## src/rtl/core/isort_pkg.sv

```systemverilog
// Shared types, constants and the comparator for the insertion sorter.
// Used by isort_cell and insertion_sorter_unit; depends on nothing.
`default_nettype none

package isort_pkg;

  localparam int CAPACITY = 64;
  localparam int DATA_W   = 32;

  localparam logic ORDER_ASCENDING  = 1'b0;
  localparam logic ORDER_DESCENDING = 1'b1;

  typedef struct packed {
    logic signed [DATA_W-1:0] value;
    logic                     last_in;
  } in_item_t;

  typedef struct packed {
    logic signed [DATA_W-1:0] sorted_value;
    logic                     last_out;
    logic                     overflow;
  } out_item_t;

  // What one cell shows its neighbors.
  typedef struct packed {
    logic signed [DATA_W-1:0] value;
    logic                     valid;
    logic                     shift;
  } cell_link_t;

  // Broadcast control from the top level to every cell.
  typedef struct packed {
    logic                     insert;
    logic                     drain;
    logic                     order;
    logic signed [DATA_W-1:0] value;
  } cell_ctrl_t;

  // True when a strictly precedes b under the given order.
  function automatic logic precedes(input logic order,
                                    input logic signed [DATA_W-1:0] a,
                                    input logic signed [DATA_W-1:0] b);
    logic result;
    if (order == ORDER_DESCENDING) begin
      result = (a > b);
    end else begin
      result = (a < b);
    end
    return result;
  endfunction

endpackage

`default_nettype wire

```

## src/rtl/core/isort_cell.sv

```systemverilog
// One slot of the insertion chain: holds one element and its occupied bit.
// Depends on isort_pkg for the link and control types and the comparator.
`default_nettype none

module isort_cell (
  input  wire                     clk,
  input  wire                     rst,
  input  isort_pkg::cell_ctrl_t   ctrl,
  input  isort_pkg::cell_link_t   prev,
  input  isort_pkg::cell_link_t   next,
  output isort_pkg::cell_link_t   link
);

  logic signed [isort_pkg::DATA_W-1:0] held;
  logic                                occupied;
  logic                                shift;
  logic                                take;

  // Push the held element one slot right when the new one goes in front of it.
  assign shift = ctrl.insert && occupied && isort_pkg::precedes(ctrl.order, ctrl.value, held);
  // Take an element when shifting, or when this is the first free slot.
  assign take  = shift || (!occupied && prev.valid);

  always_ff @(posedge clk) begin
    if (rst) begin
      occupied <= 1'b0;
    end else if (ctrl.insert && take) begin
      occupied <= 1'b1;
    end else if (ctrl.drain) begin
      occupied <= next.valid;
    end
  end

  always_ff @(posedge clk) begin
    if (ctrl.insert && take) begin
      held <= prev.shift ? prev.value : ctrl.value;
    end else if (ctrl.drain) begin
      held <= next.value;
    end
  end

  assign link.value = held;
  assign link.valid = occupied;
  assign link.shift = shift;

endmodule

`default_nettype wire

```

## config.mk

```make
export PLATFORM = sky130hd
export DESIGN_NAME = isort_cell
export DESIGN_NICKNAME = d
export VERILOG_FILES = /design/src/rtl/core/isort_pkg.sv /design/src/rtl/core/isort_cell.sv
export SDC_FILE = /design/constraint.sdc
export NUM_CORES = 1
export LEC_CHECK = 0
export BUFFER_PORTS_ARGS = -buffer_cell sky130_fd_sc_hd__buf_2
export CAP_MARGIN = 0
export CORE_MARGIN = 2
export CORE_UTILIZATION = 47
export DETAILED_ROUTE_END_ITERATION = 10
export PLACE_DENSITY_LB_ADDON = 0.3
export SYNTH_ARGS = -nofsm -noshare
export SYNTH_HDL_FRONTEND = slang
export SYNTH_SLANG_ARGS = --single-unit
```

## constraint.sdc

```tcl
create_clock -name clk -period 4.3 [get_ports clk]
set_input_delay 0.86 -clock clk [delete_from_list [all_inputs] [get_ports clk]]
set_output_delay 0.86 -clock clk [all_outputs]
set_load 0.02 [all_outputs]
```

After elaboration in Yosys (flattened, before gate mapping)
Index checks and enable logic that the tools add are counted.
{ "totals": {"register_bits": 33, "latchBits": 0, "ramBits": 0, "mem_bits_ro": 0, "output_inout_bits": 34, "memories": 0} }
{ "classes": {"addsub": 0, "multipliers": 0, "div_mod_pow": 0, "n_lt_le_gt_ge": 2, "n_eq_ne": 0, "n_shift": 0, "n_mux": 6, "n_bitwise": 0, "reduce_logical": 7} }
{ "ops": {"columns": ["op", "count"], "rows": [
  ["$mux W32", 3],
  ["$gt A32 B32 Y1", 1],
  ["$lt A32 B32 Y1", 1],
  ["$logic_and A1 B1 Y1", 4],
  ["$mux W1", 3],
  ["$reduce_bool A2 Y1", 1],
  ["$logic_not A1 Y1", 1],
  ["$logic_or A1 B1 Y1", 1]
]} }

Logic depth before layout (Yosys ltp)
{ "logic_depth": {"ltp_word": 6, "depth_mapped": 13, "ltp_nobuf": 10} }

Least setup slack after synthesis
No wires, ideal clock.
{ "synth_path": {"path_type": "input -> register", "startpoint": "input ctrl[7] (netlist bit)", "endpoint": "register held[0] (netlist bit), enable pin", "setup_time_ps": 330, "arrival_ps": 3435, "path_slack_ps": 536, "cell_stages": 11, "path_buffers": 2, "path_cell_list": "ha_1 a21oi_2 o21a_1 o221ai_2 a211o_1 a2111oi_4 mux2_4 o31a_4 buf_6 buf_12 or2_2"} }
{ "synth_between": {"elab_chain_len": 6, "word_cells_on_any_way": 7} }
{ "synth_rtl": {"columns": ["item", "line", "source"], "rows": [
  ["from (decl)", "isort_cell.sv:8", "input isort_pkg::cell_ctrl_t ctrl,"],
  ["$lt A32 B32 Y1 / $gt A32 B32 Y1 (equally long branches)", "isort_pkg.sv:47, isort_pkg.sv:45", null],
  ["$mux W1 (*)", "isort_pkg.sv:44", "if (order == ORDER_DESCENDING) begin"],
  ["$logic_and A1 B1 Y1 (*)", "isort_cell.sv:20", "assign shift = ctrl.insert && occupied && isort_pkg::precedes(ctrl.order, ctrl.value, held);"],
  ["$logic_or A1 B1 Y1 (*)", "isort_cell.sv:22", "assign take = shift || (!occupied && prev.valid);"],
  ["$logic_and A1 B1 Y1 (*)", "isort_cell.sv:35", "if (ctrl.insert && take) begin"],
  ["$reduce_bool A2 Y1 (no source line) (*)", null, null],
  ["to (signal assigned)", "isort_cell.sv:36", "held <= prev.shift ? prev.value : ctrl.value;"],
  ["to (signal assigned)", "isort_cell.sv:38", "held <= next.value;"],
  ["to (decl)", "isort_cell.sv:14", "logic signed [isort_pkg::DATA_W-1:0] held;"]
]} }
Mark *: on every way between the ends. The rest lies on a longest branch, timed or not.
A chain may end at the register's enable or synchronous reset.

==> impl_results.md <==
- Status: finished, final reports clean
- Switching pwr: approximately 0.46 mW
- Commonest non-fill, non-tap cells in the layout: buf_2 (137), mux2_2 (35), inv_1 (34)
- Avg Vias per Cell: 5.08
- Drt drc: 0
- Syn_nets: between 300 and 400
- CP Capture Type: output port
- Crit path top cell by count: buf_2
- Total power: roughly 1.3 mW
- CP required: between 3 and 4 ns
- Worst slew margin: 46.7%
- Final GP Congestion: 0.784
- CTS resizes: 0
- Post-synthesis compound-gate area fraction: about a tenth
- Clock transition at the registers of the reported paths: around 0.08 ns
- Sw Ratio: between 30% and 40%
- Slew Limit Fails: 0
- Slowest cell on the critical path: nor4_1
- Vias post-DR: 2284
- Synth Area in Simple Gates: roughly 5.7%
- Clock Skew: roughly 0.010 ns
- Dpl cells: 442
- Total die area: ~7000 sq um
- Cell Count, Final, Fillers Out: 450
- Crit path kind: input pin to output port
- Core ar.: 5960 sq um
- Post-route design area: about 3700 sq um
- Post-layout min period: 3.99 ns
- Post-synthesis sequential area ratio: around 34%
- Worst path top cell family by delay: compound AO/OA/AOI/OAI gates
- Area growth, synth to finish: 26.5%
- Tot GR Track Use: between 10% and 20%
- Clock tree root driver cell: clkbuf_8
- Slew @ Worst Pin: about 0.80 ns
- CTS tree: built
- H-tree depth: 2
- Skew-Pair Late Insertion Delay: slightly below 0.3 ns
- DR pass1 iterations: 4
- Register share of total power: between 30% and 40%
- Fraction of layout instances using a drive strength above 1: 58.9%
- FMAX: between 200 and 300 MHz
- Comb power frac: a little under half
- Final ANT Viol Nets: 0
- Netlist cell types: 38
- WL/cell: 14.1 um
- Mux share of post-synthesis cell area: between 20% and 30%
- Post-CTS setup buffer count: 0
- Maximum VDD drop: just over 0.2 mV
- Initial drt markers: 34
- Pre-CTS setup slack: about 0.22 ns
- Hold_ws: between 0.7 and 0.8 ns
- Layout Utilization: 61.6%
- Setup TNS: 0 ns
- Die X: between 80 and 90 um
- CP max FO: 3
- Max incr delay on CP: 0.43 ns
- Port buffer count: around 140
- Global route overflow: 0
- Initial core utilization: between 40% and 50%
- Nets: about 510
- Post-synthesis xor/xnor area fraction: 0%
- TritonCTS Buffers: 5
- Critical Path AT: around 3.1 ns
- Worst setup SP type: input pin
- CP cell instances: buf_2, ha_1, nand4_1, nor4_1, a21boi_0, a211o_1, a211oi_2, mux2i_1, o2111a_1, buf_2
- Antenna violations before repair: 0
- Final worst slack: a little over 0.3 ns
- Clock Path Buffers: 2
- Ys Warns: 0
- Leak: about 1.9 nW
- Largest net degree at the start of global routing: 34
- Final worst-path cycle share: between 90 and 100%
- Mapped Cells: around 240
- CTS Sinks: 33
- # setup viols final: 0
- IO Count: roughly 140
- Internal power: between 0.8 and 0.9 mW
- Post-Syn Area: 2900 sq um
- Buf/Inv on CP: 2
- Placement-stage cell area: 3580 sq um
- Rows: 28
- Hold_buf cts: 0
- Filler cell count: 521
- Via count of the first global-routing pass: 2175
- Area share of fa/ha/maj cells after synthesis: about 14%
- Ant diodes: 0
- First-pass GRT wire length: ~9500 um
- Average cell area after synthesis: approximately 12 sq um
- Commonest non-fill, non-tap cell in the layout: buf_2
- Seq cells post-synth: 33
- Clock network fraction of total power: 18.2%
- Unrepaired setup endpoints after global routing: false
- Worst min path class: flip-flop to flip-flop
- Number of max-cap violations: 0
- Total Wirelength: approximately 6400 um
- Cell Pwr Density: about 350 nW/um^2
- Combinational family with the most area after synthesis: multiplexers
- Die Height: between 80 and 90 um
- Final Hold Fails: 0
- Dpl hpwl: 5190 um
[cells in the mapped netlist, drive strengths merged]
| library cell | n | share of area [%] |
|---|---|---|
| mux2 | 64 | 29 |
| inv | 34 | 4.4 |
| edfxtp | 32 | 33 |
| ha | 32 | 14 |
| a21oi | 14 | 2.5 |
| nand2 | 12 | 1.6 |
| o21ai | 8 | 1.5 |
| buf | 7 | 3.4 |
| nand4 | 7 | 2.0 |
| clkbuf | 4 | 0.52 |
| a31oi | 3 | 0.65 |
| a211oi | 2 | 0.69 |
| nor2 | 2 | 0.26 |
| nor4 | 2 | 0.95 |
| a2111oi | 1 | 0.95 |
| a211o | 1 | 0.30 |
| a21boi | 1 | 0.26 |
| dfxtp | 1 | 0.69 |
| mux2i | 1 | 0.34 |
| nand2b | 1 | 0.22 |
| nor2b | 1 | 0.22 |
| nor3b | 1 | 0.26 |
| o2111a | 1 | 0.39 |
| o211ai | 1 | 0.26 |
| o21a | 1 | 0.26 |
| o21ba | 1 | 0.34 |
| o21bai | 1 | 0.26 |
| o221ai | 1 | 0.52 |
| o31a | 1 | 0.60 |
| or2 | 1 | 0.22 |
[layer usage]
| metal | vias up | track usage (%) | share of wire [%] |
|---|---|---|---|
| met4 | 0 | 6.89 | 1.1 |
| met3 | 6 | 4.46 | 6.1 |
| met1 | 1046 | 21.8 | 42 |
| met2 | 81 | 32.0 | 51 |
| met5 | - | 0 | 0 |
| li1 | 1151 | - | - |
[final cells by class]
| class | instances | area, sq um | area share [%] |
|---|---|---|---|
| flip-flops and latches | 33 | 981 | 26.7 |
| inverters | 34 | 128 | 3.48 |
| well taps | 75 | 93.8 | 2.56 |
| multi-input cells | 161 | 1680 | 45.8 |
| clock buffers | 5 | 68.8 | 1.87 |
| repair buffers | 139 | 701 | 19.1 |
| clock inverters | 3 | 17.5 | 0.477 |
[power groups by stage]
stage          clock, mW  combinational (mW)  sequential (mW)
4_1_cts            0.238               0.588            0.462
3_3_place_gp           0               0.570            0.466
3_5_place_dp           0               0.585            0.470
6_report           0.232               0.579            0.462
2_1_floorplan          0               0.371            0.540
5_1_grt            0.254               0.637            0.470
[state kept, by name, indices dropped and copies added, names as in the netlist]
name	cells
held	32
occupied	1
[worst paths after layout]
path / start / to / slack [ns] / depth (start not counted)
setup / recovery: ctrl[11] / link[0] / 0.31 / 10
hold / removal: occupied / occupied / 0.78 / 3
setup reg to reg: held[11] / held[20] / 0.84 / 10
hold reg to reg: occupied / occupied / 0.78 / 3
[tightest hold or removal path, stage by stage (launching register included)]
cell     delay [ns]
dfxtp_1        0.35
inv_1          0.11
o21ai_0        0.09
o21ba_2        0.19
[cells by family (layout without fill, tap and decap cells)]
logic type                 Yosys count  in the layout
adders and majority gates           32             32
buffers and inverters               45            181
AOI/OAI and AO/OA                   37             37
and+or+nand+nor                     27             27
muxes                               65             65
DFF                                 33             33
(Power assumes the default switching activity.)
